$ cat src/hdl/bli_pkg.sv
// Package of the bullet line break inserter: widths, character codes,
// the bullet symbol table, the match phase type and the command struct.
`timescale 1ns / 1ps

package bli_pkg;

  localparam int CpW  = 21;  // code point width
  localparam int CntW = 4;   // held digit count width, covers up to 15 digits

  localparam logic [CpW-1:0] CpNewline = CpW'(32'h0A);
  localparam logic [CpW-1:0] CpSpace   = CpW'(32'h20);
  localparam logic [CpW-1:0] CpPeriod  = CpW'(32'h2E);
  localparam logic [CpW-1:0] CpZero    = CpW'(32'h30);
  localparam logic [CpW-1:0] CpNine    = CpW'(32'h39);

  localparam int BulletCount = 38;

  localparam logic [CpW-1:0] BulletTable [BulletCount] = '{
    21'h02022, 21'h02023, 21'h025E6, 21'h02981, 21'h025CF, 21'h025AA, 21'h025AB, 21'h025FC,
    21'h025A0, 21'h02713, 21'h02714, 21'h02794, 21'h0279C, 21'h02792, 21'h0279E, 21'h027A0,
    21'h027A4, 21'h027A5, 21'h027A6, 21'h027A7, 21'h027A8, 21'h027A9, 21'h027AA, 21'h027AB,
    21'h027AC, 21'h027AD, 21'h027AE, 21'h027AF, 21'h027B1, 21'h027B2, 21'h027B3, 21'h027B5,
    21'h027B8, 21'h027BB, 21'h027BC, 21'h000B7, 21'h02027, 21'h030FB
  };

  // Match phase of a numbered bullet, one-hot
  typedef enum logic [3:0] {
    PH_IDLE = 4'b0001,  // nothing held
    PH_DIG  = 4'b0010,  // digits held
    PH_PER  = 4'b0100,  // digits and period held
    PH_SPC  = 4'b1000   // digits, period and space held
  } phase_e;

  // One command from the front to the back, emitted in field order:
  // newline, held digits, period, space, newline, the character itself.
  typedef struct packed {
    logic            nl_a;
    logic [CntW-1:0] ndig;
    logic            per;
    logic            spc;
    logic            nl_b;
    logic            chr;
    logic [CpW-1:0]  cp;
    logic            last;
  } cmd_ctl_t;

  function automatic logic bullet_match(logic [CpW-1:0] c);
    logic hit;
    hit = 1'b0;
    for (int k = 0; k < BulletCount; k++) begin
      if (BulletTable[k] == c) hit = 1'b1;
    end
    return hit;
  endfunction

endpackage

$ cat src/hdl/bli_in_if.sv
// Input channel of the bullet line break inserter: valid, ready, one code point.
// Depends on bli_pkg.
`timescale 1ns / 1ps

interface bli_in_if
  import bli_pkg::*;
();
  logic           valid;
  logic           ready;
  logic [CpW-1:0] code_point;
  logic           end_of_text;

  modport source (output valid, code_point, end_of_text, input ready);
  modport sink   (input valid, code_point, end_of_text, output ready);
endinterface

$ cat src/hdl/bli_out_if.sv
// Output channel of the bullet line break inserter: valid, ready, one code point.
// Depends on bli_pkg.
`timescale 1ns / 1ps

interface bli_out_if
  import bli_pkg::*;
();
  logic           valid;
  logic           ready;
  logic [CpW-1:0] out_char;
  logic           out_last;

  modport source (output valid, out_char, out_last, input ready);
  modport sink   (input valid, out_char, out_last, output ready);
endinterface

$ cat src/hdl/bli_front.sv
// Front of the bullet line break inserter: accepts characters, tracks the
// numbered bullet match and issues commands. Depends on bli_pkg.
`timescale 1ns / 1ps

module bli_front
  import bli_pkg::*;
#(
  parameter int MAX_DIGITS = 8
) (
  input  logic                        clk_i,
  input  logic                        rst_ni,
  input  logic                        in_valid_i,
  output logic                        in_ready_o,
  input  logic [CpW-1:0]              code_point_i,
  input  logic                        end_of_text_i,
  output logic                        push_o,
  input  logic                        push_ready_i,
  output cmd_ctl_t                    cmd_o,
  output logic [MAX_DIGITS-1:0][3:0]  digits_o
);

  localparam int IdxW = (MAX_DIGITS > 1) ? $clog2(MAX_DIGITS) : 1;
  localparam logic [CntW-1:0] MaxCnt = CntW'(MAX_DIGITS);

  logic                       ps_q, ps_d;
  phase_e                     phase_q, phase_d;
  logic [CntW-1:0]            cnt_q, cnt_d;
  logic [MAX_DIGITS-1:0][3:0] held_q;

  logic accept;
  logic is_dig, is_spc, is_per, is_bul;
  logic flush, cls, ps_cls, app, hold0, tail, any;
  logic [IdxW-1:0] wr_idx;
  logic [3:0]      dig_val;

  assign in_ready_o = push_ready_i;
  assign accept     = in_valid_i && in_ready_o;

  assign is_dig  = (code_point_i >= CpZero) && (code_point_i <= CpNine);
  assign is_spc  = (code_point_i == CpSpace);
  assign is_per  = (code_point_i == CpPeriod);
  assign is_bul  = bullet_match(code_point_i);
  assign dig_val = code_point_i[3:0];
  assign wr_idx  = cnt_q[IdxW-1:0];

  // Resolve the pending match, classify, then close the string on its last character
  always_comb begin
    flush   = 1'b0;
    cls     = 1'b0;
    ps_cls  = ps_q;
    app     = 1'b0;
    hold0   = 1'b0;
    phase_d = phase_q;
    cnt_d   = cnt_q;
    ps_d    = ps_q;
    cmd_o   = '0;
    cmd_o.cp   = code_point_i;
    cmd_o.last = end_of_text_i;

    unique case (phase_q)
      PH_IDLE: cls = 1'b1;
      PH_DIG: begin
        if (is_dig && (cnt_q < MaxCnt)) begin
          app   = 1'b1;
          cnt_d = cnt_q + CntW'(1);
        end else if (is_per && !is_dig) begin
          phase_d = PH_PER;
        end else begin
          flush  = 1'b1;
          ps_cls = 1'b0;
          cls    = 1'b1;
        end
      end
      PH_PER: begin
        if (is_spc) begin
          phase_d = PH_SPC;
        end else begin
          flush  = 1'b1;
          ps_cls = 1'b0;
          cls    = 1'b1;
        end
      end
      PH_SPC: begin
        cmd_o.nl_a = 1'b1;
        flush      = 1'b1;
        ps_cls     = 1'b1;
        cls        = 1'b1;
      end
      default: cls = 1'b1;
    endcase

    if (flush) begin
      phase_d = PH_IDLE;
      cnt_d   = '0;
    end

    // Classify the character as if idle
    if (cls) begin
      priority if (is_bul) begin
        cmd_o.nl_b = 1'b1;
        cmd_o.chr  = 1'b1;
        ps_d       = 1'b0;
      end else if (is_dig && ps_cls) begin
        hold0   = 1'b1;
        phase_d = PH_DIG;
        cnt_d   = CntW'(1);
        ps_d    = 1'b0;
      end else begin
        cmd_o.chr = 1'b1;
        ps_d      = is_spc;
      end
    end

    // End of string: flush whatever is still held
    tail = end_of_text_i && !hold0 && (phase_d != PH_IDLE);
    if (end_of_text_i && hold0) cmd_o.chr = 1'b1;

    if (flush) begin
      cmd_o.ndig = cnt_q;
      cmd_o.per  = (phase_q == PH_PER) || (phase_q == PH_SPC);
      cmd_o.spc  = (phase_q == PH_SPC);
    end else if (tail) begin
      cmd_o.ndig = cnt_d;
      cmd_o.per  = (phase_d == PH_PER) || (phase_d == PH_SPC);
      cmd_o.spc  = (phase_d == PH_SPC);
    end

    if (end_of_text_i) begin
      phase_d = PH_IDLE;
      cnt_d   = '0;
      ps_d    = 1'b0;
    end

    // Held digits as seen by this command, with an appended digit included
    digits_o = held_q;
    if (app) digits_o[wr_idx] = dig_val;
  end

  assign any = cmd_o.nl_a || (cmd_o.ndig != '0) || cmd_o.per || cmd_o.spc ||
               cmd_o.nl_b || cmd_o.chr;
  assign push_o = accept && any;

  // Advance match state
  always_ff @(posedge clk_i or negedge rst_ni) begin
    if (!rst_ni) begin
      ps_q    <= 1'b0;
      phase_q <= PH_IDLE;
      cnt_q   <= '0;
    end else if (accept) begin
      ps_q    <= ps_d;
      phase_q <= phase_d;
      cnt_q   <= cnt_d;
    end
  end

  // Hold digit values
  always_ff @(posedge clk_i) begin
    if (accept && app) held_q[wr_idx] <= dig_val;
    if (accept && hold0) held_q[0] <= dig_val;
  end

endmodule

$ cat src/hdl/bli_queue.sv
// Two-entry command queue between front and back of the bullet line break
// inserter. Depends on bli_pkg.
`timescale 1ns / 1ps

module bli_queue
  import bli_pkg::*;
#(
  parameter int MAX_DIGITS = 8
) (
  input  logic                        clk_i,
  input  logic                        rst_ni,
  input  logic                        push_i,
  output logic                        push_ready_o,
  input  cmd_ctl_t                    push_cmd_i,
  input  logic [MAX_DIGITS-1:0][3:0]  push_digits_i,
  output logic                        pop_valid_o,
  input  logic                        pop_i,
  output cmd_ctl_t                    pop_cmd_o,
  output logic [MAX_DIGITS-1:0][3:0]  pop_digits_o
);

  cmd_ctl_t                   cmd_q    [2];
  logic [MAX_DIGITS-1:0][3:0] digits_q [2];
  logic       wr_ptr_q, rd_ptr_q;
  logic [1:0] fill_q;
  logic       do_push, do_pop;

  assign push_ready_o = (fill_q != 2'd2);
  assign pop_valid_o  = (fill_q != 2'd0);
  assign do_push      = push_i && push_ready_o;
  assign do_pop       = pop_i && pop_valid_o;
  assign pop_cmd_o    = cmd_q[rd_ptr_q];
  assign pop_digits_o = digits_q[rd_ptr_q];

  // Track pointers and fill level
  always_ff @(posedge clk_i or negedge rst_ni) begin
    if (!rst_ni) begin
      wr_ptr_q <= 1'b0;
      rd_ptr_q <= 1'b0;
      fill_q   <= 2'd0;
    end else begin
      if (do_push) wr_ptr_q <= ~wr_ptr_q;
      if (do_pop) rd_ptr_q <= ~rd_ptr_q;
      if (do_push && !do_pop) fill_q <= fill_q + 2'd1;
      else if (do_pop && !do_push) fill_q <= fill_q - 2'd1;
    end
  end

  // Store request payload
  always_ff @(posedge clk_i) begin
    if (do_push) begin
      cmd_q[wr_ptr_q]    <= push_cmd_i;
      digits_q[wr_ptr_q] <= push_digits_i;
    end
  end

endmodule

$ cat src/hdl/bli_back.sv
// Back of the bullet line break inserter: expands one command into output
// characters, one per cycle while the output is not stalled, into an output register. Depends on bli_pkg.
`timescale 1ns / 1ps

module bli_back
  import bli_pkg::*;
#(
  parameter int MAX_DIGITS = 8
) (
  input  logic                        clk_i,
  input  logic                        rst_ni,
  input  logic                        cmd_valid_i,
  output logic                        cmd_pop_o,
  input  cmd_ctl_t                    cmd_i,
  input  logic [MAX_DIGITS-1:0][3:0]  digits_i,
  output logic                        out_valid_o,
  input  logic                        out_ready_i,
  output logic [CpW-1:0]              out_char_o,
  output logic                        out_last_o
);

  localparam int IdxW = (MAX_DIGITS > 1) ? $clog2(MAX_DIGITS) : 1;

  logic                       nl_a_q, nl_a_d, per_q, per_d, spc_q, spc_d;
  logic                       nl_b_q, nl_b_d, chr_q, chr_d;
  logic [CntW-1:0]            rem_q, rem_d;
  logic [IdxW-1:0]            idx_q, idx_d;
  logic [MAX_DIGITS-1:0][3:0] digits_q;
  logic [CpW-1:0]             cp_q;
  logic                       last_q;

  logic           ov_q;
  logic [CpW-1:0] oc_q, oc_d;
  logic           ol_q, ol_d;
  logic           busy, busy_next, adv;

  assign busy      = nl_a_q || (rem_q != '0) || per_q || spc_q || nl_b_q || chr_q;
  assign adv       = busy && (!ov_q || out_ready_i);
  assign cmd_pop_o = !busy && cmd_valid_i;

  // Pick the next character of the current command
  always_comb begin
    nl_a_d = nl_a_q;
    rem_d  = rem_q;
    idx_d  = idx_q;
    per_d  = per_q;
    spc_d  = spc_q;
    nl_b_d = nl_b_q;
    chr_d  = chr_q;
    oc_d   = cp_q;
    priority if (nl_a_q) begin
      oc_d   = CpNewline;
      nl_a_d = 1'b0;
    end else if (rem_q != '0) begin
      oc_d  = CpZero + CpW'(digits_q[idx_q]);
      rem_d = rem_q - CntW'(1);
      idx_d = idx_q + IdxW'(1);
    end else if (per_q) begin
      oc_d  = CpPeriod;
      per_d = 1'b0;
    end else if (spc_q) begin
      oc_d  = CpSpace;
      spc_d = 1'b0;
    end else if (nl_b_q) begin
      oc_d   = CpNewline;
      nl_b_d = 1'b0;
    end else begin
      oc_d  = cp_q;
      chr_d = 1'b0;
    end
    busy_next = nl_a_d || (rem_d != '0) || per_d || spc_d || nl_b_d || chr_d;
    ol_d      = last_q && !busy_next;
  end

  // Load a command or step through it
  always_ff @(posedge clk_i or negedge rst_ni) begin
    if (!rst_ni) begin
      nl_a_q <= 1'b0;
      rem_q  <= '0;
      idx_q  <= '0;
      per_q  <= 1'b0;
      spc_q  <= 1'b0;
      nl_b_q <= 1'b0;
      chr_q  <= 1'b0;
    end else if (cmd_pop_o) begin
      nl_a_q <= cmd_i.nl_a;
      rem_q  <= cmd_i.ndig;
      idx_q  <= '0;
      per_q  <= cmd_i.per;
      spc_q  <= cmd_i.spc;
      nl_b_q <= cmd_i.nl_b;
      chr_q  <= cmd_i.chr;
    end else if (adv) begin
      nl_a_q <= nl_a_d;
      rem_q  <= rem_d;
      idx_q  <= idx_d;
      per_q  <= per_d;
      spc_q  <= spc_d;
      nl_b_q <= nl_b_d;
      chr_q  <= chr_d;
    end
  end

  // Hold command payload
  always_ff @(posedge clk_i) begin
    if (cmd_pop_o) begin
      digits_q <= digits_i;
      cp_q     <= cmd_i.cp;
      last_q   <= cmd_i.last;
    end
  end

  // Output register valid
  always_ff @(posedge clk_i or negedge rst_ni) begin
    if (!rst_ni) begin
      ov_q <= 1'b0;
    end else if (adv) begin
      ov_q <= 1'b1;
    end else if (out_ready_i) begin
      ov_q <= 1'b0;
    end
  end

  // Output register payload
  always_ff @(posedge clk_i) begin
    if (adv) begin
      oc_q <= oc_d;
      ol_q <= ol_d;
    end
  end

  assign out_valid_o = ov_q;
  assign out_char_o  = oc_q;
  assign out_last_o  = ol_q;

endmodule

$ cat src/hdl/bullet_line_break_inserter.sv
// Top level of the bullet line break inserter: front, command queue and back.
// Depends on bli_pkg, bli_in_if, bli_out_if, bli_front, bli_queue, bli_back.
//
//   channel  dir  request content
//   in_i     in   code_point (21 bits), end_of_text (1 bit)
//   out_o    out  out_char (21 bits), out_last (1 bit)
//
// A character that yields k output characters occupies the back while it loads
// the command and then emits them one by one through the single-character
// output register. Digits being held emit nothing. An input character passes
// through the queue, the back's command registers and the output register.
// Reset is asynchronous, active low, and clears match state, queue and output.
// The two-entry queue lets the front accept while the back is stalled.
`timescale 1ns / 1ps

module bullet_line_break_inserter
  import bli_pkg::*;
#(
  parameter int MAX_DIGITS = 8
) (
  input  logic     clk_i,
  input  logic     rst_ni,
  bli_in_if.sink   in_i,
  bli_out_if.source out_o
);

  logic                       push, push_ready, q_valid, q_pop;
  cmd_ctl_t                   push_cmd, pop_cmd;
  logic [MAX_DIGITS-1:0][3:0] push_digits, pop_digits;

  bli_front #(
    .MAX_DIGITS(MAX_DIGITS)
  ) u_front (
    .clk_i        (clk_i),
    .rst_ni       (rst_ni),
    .in_valid_i   (in_i.valid),
    .in_ready_o   (in_i.ready),
    .code_point_i (in_i.code_point),
    .end_of_text_i(in_i.end_of_text),
    .push_o       (push),
    .push_ready_i (push_ready),
    .cmd_o        (push_cmd),
    .digits_o     (push_digits)
  );

  bli_queue #(
    .MAX_DIGITS(MAX_DIGITS)
  ) u_queue (
    .clk_i        (clk_i),
    .rst_ni       (rst_ni),
    .push_i       (push),
    .push_ready_o (push_ready),
    .push_cmd_i   (push_cmd),
    .push_digits_i(push_digits),
    .pop_valid_o  (q_valid),
    .pop_i        (q_pop),
    .pop_cmd_o    (pop_cmd),
    .pop_digits_o (pop_digits)
  );

  bli_back #(
    .MAX_DIGITS(MAX_DIGITS)
  ) u_back (
    .clk_i      (clk_i),
    .rst_ni     (rst_ni),
    .cmd_valid_i(q_valid),
    .cmd_pop_o  (q_pop),
    .cmd_i      (pop_cmd),
    .digits_i   (pop_digits),
    .out_valid_o(out_o.valid),
    .out_ready_i(out_o.ready),
    .out_char_o (out_o.out_char),
    .out_last_o (out_o.out_last)
  );

endmodule

$ cat src/flat_wrapper.sv
// flat-port wrapper written by rule: the top's interface ports become plain ports
module bullet_line_break_inserter_flat import bli_pkg::*;
#(
  parameter int MAX_DIGITS = 8
)
  (clk_i, rst_ni, in_i_valid, in_i_code_point, in_i_end_of_text, in_i_ready, out_o_valid, out_o_out_char, out_o_out_last, out_o_ready);
  bli_in_if in_i_i ();
  bli_out_if out_o_i ();
  input  logic clk_i;
  input  logic rst_ni;
  input wire logic [$bits(in_i_i.valid)-1:0] in_i_valid;
  input wire logic [$bits(in_i_i.code_point)-1:0] in_i_code_point;
  input wire logic [$bits(in_i_i.end_of_text)-1:0] in_i_end_of_text;
  output wire logic [$bits(in_i_i.ready)-1:0] in_i_ready;
  output wire logic [$bits(out_o_i.valid)-1:0] out_o_valid;
  output wire logic [$bits(out_o_i.out_char)-1:0] out_o_out_char;
  output wire logic [$bits(out_o_i.out_last)-1:0] out_o_out_last;
  input wire logic [$bits(out_o_i.ready)-1:0] out_o_ready;
  assign in_i_i.valid = in_i_valid;
  assign in_i_i.code_point = in_i_code_point;
  assign in_i_i.end_of_text = in_i_end_of_text;
  assign in_i_ready = in_i_i.ready;
  assign out_o_valid = out_o_i.valid;
  assign out_o_out_char = out_o_i.out_char;
  assign out_o_out_last = out_o_i.out_last;
  assign out_o_i.ready = out_o_ready;
  bullet_line_break_inserter #(.MAX_DIGITS(MAX_DIGITS)) u_core (.clk_i(clk_i), .rst_ni(rst_ni), .in_i(in_i_i), .out_o(out_o_i));
endmodule
$ cat config.mk
export PLATFORM = sky130hd
export DESIGN_NAME = bullet_line_break_inserter_flat
export DESIGN_NICKNAME = d
export VERILOG_FILES = /design/src/hdl/bli_pkg.sv /design/src/hdl/bli_in_if.sv /design/src/hdl/bli_out_if.sv /design/src/hdl/bli_front.sv /design/src/hdl/bli_queue.sv /design/src/hdl/bli_back.sv /design/src/hdl/bullet_line_break_inserter.sv /design/src/flat_wrapper.sv
export SDC_FILE = /design/constraint.sdc
export NUM_CORES = 1
export LEC_CHECK = 0
export BUFFER_PORTS_ARGS = -buffer_cell sky130_fd_sc_hd__buf_2
export CAP_MARGIN = 20
export CORE_MARGIN = 2
export CORE_UTILIZATION = 50
export CTS_CLUSTER_DIAMETER = 80
export CTS_CLUSTER_SIZE = 10
export DETAILED_ROUTE_END_ITERATION = 8
export PLACE_DENSITY = 0.72
export SLEW_MARGIN = 20
export SYNTH_ARGS = -nofsm -noshare
export SYNTH_HDL_FRONTEND = slang
export SYNTH_SLANG_ARGS = --single-unit
$ cat constraint.sdc
create_clock -name clk_i -period 14.8 [get_ports clk_i]
set_input_delay 2.96 -clock clk_i [delete_from_list [all_inputs] [get_ports clk_i]]
set_output_delay 2.96 -clock clk_i [all_outputs]
set_load 0.02 [all_outputs]
======== Yosys cells after proc, flatten, opt, wreduce, memory -nomap -nowiden ========
Memories as Yosys holds them, arrays and structs flattened. A register that Yosys moved wholly into a read port is not among the register bits.
Index checks and enable logic that the tools add are counted.
storage, ports and cells
  register bits after elaboration ......... 102
  output and inout port bits .............. 24
  memories ................................ 2
  bits of input ports ..................... 26
  memory bits (writable) .................. 126
  logic and storage cells ................. 275
memory list
  memory                   depth  bits a word  rd ports  clocked after Yosys merged registers in  write ports  RTL line         source
  u_core.u_queue.digits_q  2      32           1         1                                        1            bli_queue.sv:23  logic [MAX_DIGITS-1:0][3:0] digits_q [2];
  u_core.u_queue.cmd_q     2      31           1         0                                        1            bli_queue.sv:22  cmd_ctl_t cmd_q [2];
operators by class
  add/sub/neg operators ................... 6
  equal/unequal tests ..................... 48
  magnitude comparators ................... 6
  multiplexer cells ....................... 130
  reduce and logical (&&, ||, !) cells .... 55
  bitwise logic cells ..................... 2
operators by type and width
  cell                                                                 number
  equality test 14 x 21 -> 1 bit (first input constant)                37
  two-way mux 4 bit                                                    23
  two-way mux 1 bit                                                    86
  two-way mux 21 bit                                                   4
  equality test 21 x 6 -> 1 bit (second input constant)                2
  bitwise mux 32 bit                                                   1
  two-way mux 32 bit                                                   1
  equality test 8 x 21 -> 1 bit (first input constant)                 1
  greater-or-equal comparator 21 x 6 -> 1 bit (second input constant)  1
  <= comparator 21 x 6 -> 1 bit (second input constant)                1
  logical AND 1 bit                                                    19
  logical OR 1 bit                                                     17
  nonzero test 2 bit                                                   7
  binary-select mux 4 bit (select 3 bit)                               1
  demux 4 bit (select 3 bit)                                           1
  two-way mux 3 bit                                                    4
  two-way mux 6 bit                                                    2
  nonzero test 4 bit                                                   3
  equality test 4 x 3 -> 1 bit (second input constant)                 2
  equality test 4 bit (second input constant)                          2
  less-than comparator 3 x 4 -> 1 bit (second input constant)          2
  one-hot mux 4 bit (2 select lines)                                   1
  adder 6 x 4 -> 7 bit (first input constant)                          1
  zero test 1 bit                                                      7
  17 further kinds                                                     21

======== Longest topological paths before layout ========
  depth in word-level cells ............... 58
  depth in mapped cells ................... 13
  mapped depth without buffers ............ 11

======== Cells and area by module ========
A second synthesis with hierarchy kept.
second synthesis, totals
  cell total of the unflattened synthesis .. 823
  area, all modules ....................... 11930.2 um^2
modules (own cells, without submodules)
  module     sequential area each (um^2)  cells an instance  area an instance (um^2)  times used
  bli_queue  3883.7                       214                5039.8                   1
  bli_back   2607.5                       207                3554.7                   1
  bli_front  1187.4                       402                3335.7                   1

======== Worst setup path after synthesis ========
Ideal clock, no wire load.
  path type ............................... in2reg
  start point ............................. in in_i_code_point[11]
  end point ............................... mem u_core.u_queue.cmd_q[0][0] (netlist bit) (enable)
  data arrival time ....................... 9.061 ns
  stages on the path ...................... 7
  required time ........................... 14.239 ns
  slack ................................... 5.178 ns
  buffers on the path ..................... 0
  setup time .............................. 0.561 ns
  cells stage by stage .................... or4_4 > nor4_4 > nand3_4 > a221oi_4 > and3_1 > a211oi_1 > nor3_1
on the way
  word-level cells in the longest chain between the ends .. 56
  elaborated cells on any way between the ends .. 136
  classes of those cells .................. 2 x order compare; 43 x eq/ne; 73 x mux; 18 x reduce/logical
RTL lines
  item                                                                     RTL line            source
  start, declared                                                          flat_wrapper.sv:12  input wire logic [$bits(in_i_i.code_point)-1:0] in_i_code_point;
  branches (longest 51 deep; another with equality test 14 x 21 -> 1 bit)  n/a
  logical OR 1 bit (*)                                                     bli_front.sv:140    cmd_o.nl_b || cmd_o.chr;
  logical AND 1 bit (*)                                                    bli_front.sv:141    assign push_o = accept && any;
  logical AND 1 bit (*)                                                    bli_queue.sv:30     assign do_push = push_i && push_ready_o;
  two-way mux 1 bit (*)                                                    bli_queue.sv:51     if (do_push) begin
  two-way mux 1 bit (not written as such) (*)                              bli_queue.sv:52     cmd_q[wr_ptr_q] <= push_cmd_i;
  end, declared                                                            bli_queue.sv:22
Every way passes the cells marked *.

==> run summary <==
## Run status
• result of the run: complete, no violations

## Setup path
• worst r2r src: u_core.u_front.phase_q[2]
• capturing point of the worst reg2reg path: u_core.u_queue.digits_q[1][1]
• critical path arrival: 6.02 ns
• worst path cell trace: buf_2 > o21ai_0 > o221a_2 > a31oi_1 > o21ai_0 > a31oi_1 > a211oi_1 > nor3_2 > buf_4
• worst-case reg-to-reg path depth: 8
• delay contributed by the slowest stage of the critical path: 0.53 ns
• CP delay by family, top: compound AO/OA/AOI/OAI gates
• CP Launch Type: primary input
• Critical Path Sink Type: flop
• cell with the largest stage delay on the worst path: a31oi_1
• biggest fanout along the worst timing path: 39
• Crit Path Category: in -> reg
• slack of the worst reg-to-reg path: 10.87 ns
• count of buffering cells on the critical path with inverters included: 2
• Critical Path RT: 14.97 ns

## CTS
• maximum level of the CTS H-tree: 1
• number of buffers created by CTS: 30
• CTS tree: yes
• count of hold buffers inserted by post-cts repair: 0
• CTS root buffer: clkbuf_16
• Post-CTS Setup Bufs: 0
• CTS Buffer Depth: 3
• number of gates resized after CTS: 0
• clock slew seen by the registers of the worst setup and hold paths: 0.05 ns
• number of sinks driven by the clock tree: 260
• clk_lat worst skew: 0.54 ns

## Power and ir drop
• clock share of power: 29.8%
• Pleak: 4.22 nW
• post-route total power: 0.00216 W
• worst voltage drop across the vdd grid: 0.100 mV
• Int Pwr: 0.00154 W
• Comb power frac: 22.1%
• net switching power: 0.000617 W
• sequential power share: 48.1%
• cell area power density: 170 mW/mm^2
• switch share: 28.6%

## Routing
• DRT antenna net count: 0
• number of violations reported at the end of detailed-routing iteration 0: 448
• number of vias after detailed routing: 6,524
• total routed wirelength: 22.4 mm
• detailed-route DRC error count: 0
• count of TritonRoute iterations in the first routing pass: 6
• detailed-route wire length per cell: 20.4 um
• DR vias/cell: 5.92

## Flow run
• maximum capacitance violations: 0

## Floorplan
• area enclosed by the die boundary: 0.0239 sq mm
• Die W: 154 um
• count of boundary I/O pins: 50
• Starting Density: 50.4%
• Rows: 55
• area of the core: 0.0224 sq mm
• vertical die dimension: 154 um

## Min path
• endpoint with the worst hold slack: u_core.u_queue.fill_q[1]
• start point of the worst min-delay path: u_core.u_queue.fill_q[1]
• Hold Path Stages: 1
• worst min path class: reg -> reg

## Timing
• unrepaired setup endpoints after global routing: no
• hold slack: 0.507 ns
• final cycle utilization of the critical path: 39.5%
• Slew @ Worst Pin: 1.06 ns
• slew margin rel.: 29.3%
• minimum clock period after layout: 5.85 ns
• final hold violation count: 0
• # setup viols final: 0
• timing-limited maximum frequency: 171 MHz
• Clock Skew: 0.0213 ns
• sum of negative setup slack: 0 ns
• final slew viol count: 0

## Cells and area
• footprint of the multi-input gates: 0.00343 sq mm
• # nets final: 824
• Inserted Diodes: 0
• share of cells above drive strength 1: 28.5%
• final core occ: 56.7%
• synth-to-layout area growth: 12.3%
• storage element area: 0.00768 sq mm
• final cell count without fillers: 1,102
• number of fill cells in the layout: 1,692

## Synthesis
• synthesized area divided by synthesized cell count: 15.2 sq um
• area share of the largest cell type after synthesis: 62.1%
• synthesized-area fraction occupied by ao, oa, aoi and oai cells: 7.00%
• number of warnings printed during yosys synthesis: 0
• sequential area share after synthesis: 67.8%
• number of synthesized flops with an enable pin: 234
• share of synthesized area spent on multiplexers: 13.9%
• combinational family with the most area after synthesis: multiplexers
• Yosys top cell by area: edfxtp_1
• netlist area before placement: 0.0113 sq mm
• total nets after synthesis: 773
• Synth Area in XOR/XNOR: 0.464%
• simple-gate area share of the yosys netlist: 8.34%
• number of cells produced by synthesis: 743
• ys flop type: edfxtp_1
• leading post-synthesis cells by cell area: edfxtp_1, mux2_2, dfrtp_1
• Async S/R FF share, synth: 10.0%
• area share of fa/ha/maj cells after synthesis: 0.442%
• flip-flop and latch count after synthesis: 260
• post-synthesis cell type count: 73

## Global routing
• largest net degree at the start of global routing: 65
• antenna violations before repair: 0
• vias in the first global route: 6,576
• final global-route overflow total: 0
• Global Route Usage Sum: 19.2%
• global-route wire length before repair: 36.3 mm

## Placed design
• total of buffers placed on input and output ports: 49
• total half-perimeter wirelength after legalization and detailed placement: 14.6 mm
• dpl cells: 1,047
• routability congestion estimate from global placement: 0.940

==> metrics by stage <==
step	worst slack [ns]	cell area, sq um
after detailed placement	8.47	11900
after global routing	8.68	12700
after floorplan	5.18	11300
after global placement	8.64	11900
final	8.95	12700
after CTS	9.03	12700
==> power groups by stage <==
stage	registers (W)	clock network (W)	logic, W
global placement	0.00105	0	0.000469
detailed placement	0.00106	0	0.000479
floorplan	0.00106	0	0.000328
finish	0.00104	0.000643	0.000478
CTS	0.00104	0.000654	0.000481
global route	0.00106	0.000683	0.000524
==> synthesized netlist by cell type, drive strengths merged (3+ instances only) <==
library cell	instances
edfxtp	234
mux2	112
nand2	36
nor2	35
o21ai	33
clkbuf	25
dfrtp	25
a21oi	21
and3	20
inv	17
buf	15
nor3	14
mux2i	13
a31oi	12
nand3	10
nor4b	9
a211oi	8
mux4	8
nor4	8
nand2b	6
nand3b	5
and2	4
ha	4
nor2b	4
o31ai	4
a21o	3
and4	3
nand4	3
nor3b	3
o2bb2ai	3
xnor2	3
xor2	3
==> how the worst max path moves through the flow <==
stage,from,end,slack [ns],depth (start not counted)
after global routing,in_i_code_point[1],u_core.u_queue.digits_q[1][1],8.68,9
after floorplan,in_i_code_point[11],u_core.u_queue.cmd_q[0][0],5.18,7
after CTS,in_i_code_point[1],u_core.u_queue.cmd_q[0][26],9.03,9
after detailed placement,in_i_code_point[1],u_core.u_queue.digits_q[0][27],8.47,9
final,in_i_code_point[1],u_core.u_queue.digits_q[1][1],8.95,9
after global placement,in_i_code_point[11],u_core.u_queue.digits_q[1][27],8.64,9
==> routing by layer <==
layer | wire length (um) | vias up | share of wire [%] | track usage (%)
met2 | 10900 | 208 | 49 | 31.4
met4 | 480 | 0 | 2.1 | 5.69
met5 | 0 | - | 0 | 0
met1 | 9910 | 3260 | 44 | 27.2
met3 | 1140 | 35 | 5.1 | 2.66
li1 | - | 3021 | - | -
==> state kept, by name, indices dropped and copies added (netlist names), 21 cells and up <==
name and count:
u_core.u_back.cp_q 21, u_core.u_back.digits_q 32, u_core.u_front.held_q 32, u_core.u_queue.cmd_q 62, u_core.u_queue.digits_q 64, u_core.u_back.out_char_o 21
==> kinds of logic after synthesis <==
| group | count (synthesis) |
|---|---|
| XOR/XNOR | 6 |
| buffers and inverters | 57 |
| adder cells (fa/ha/maj) | 4 |
| multiplexers | 133 |
| flip-flops | 260 |
| AO/OA/AOI/OAI | 116 |
| AND/OR/NAND/NOR | 167 |
==> layout make-up <==
cell class              instances  share of cell area, %
clock buffers                  52                   6.55
clock inverters                 3                  0.236
inverters                      17                  0.502
multi-input cells             426                   27.0
flip-flops and latches        260                   60.4
well taps                     285                   2.80
repair buffers                 59                   2.52
==> worst reg2reg max path, cell delays in order (launching register included) <==
cell and delay (ns):
dfrtp_1 0.56, nor4b_2 0.74, nor2_1 0.17, a31oi_1 0.60
o21ai_0 0.25, a31oi_1 0.39, a211oi_1 0.17, nor3_2 0.16
buf_4 0.51
==> layout by cell type, fill, tap and decap left out, types with 6 or more instances in the layout <==
| cell type | instances |
|---|---|
| edfxtp_1 | 234 |
| mux2_2 | 112 |
| buf_2 | 49 |
| nand2_1 | 36 |
| nor2_1 | 34 |
| o21ai_0 | 30 |
| clkbuf_16 | 30 |
| dfrtp_1 | 24 |
| clkbuf_1 | 22 |
| a21oi_1 | 21 |
| and3_1 | 19 |
| inv_1 | 15 |
| mux2i_1 | 13 |
| a31oi_1 | 12 |
| nor3_1 | 12 |
| buf_4 | 10 |
| nand3_1 | 9 |
| a211oi_1 | 8 |
| mux4_2 | 8 |
| nor4_1 | 6 |
| nand2b_1 | 6 |
Note: power is estimated with default switching activity, not from simulation.
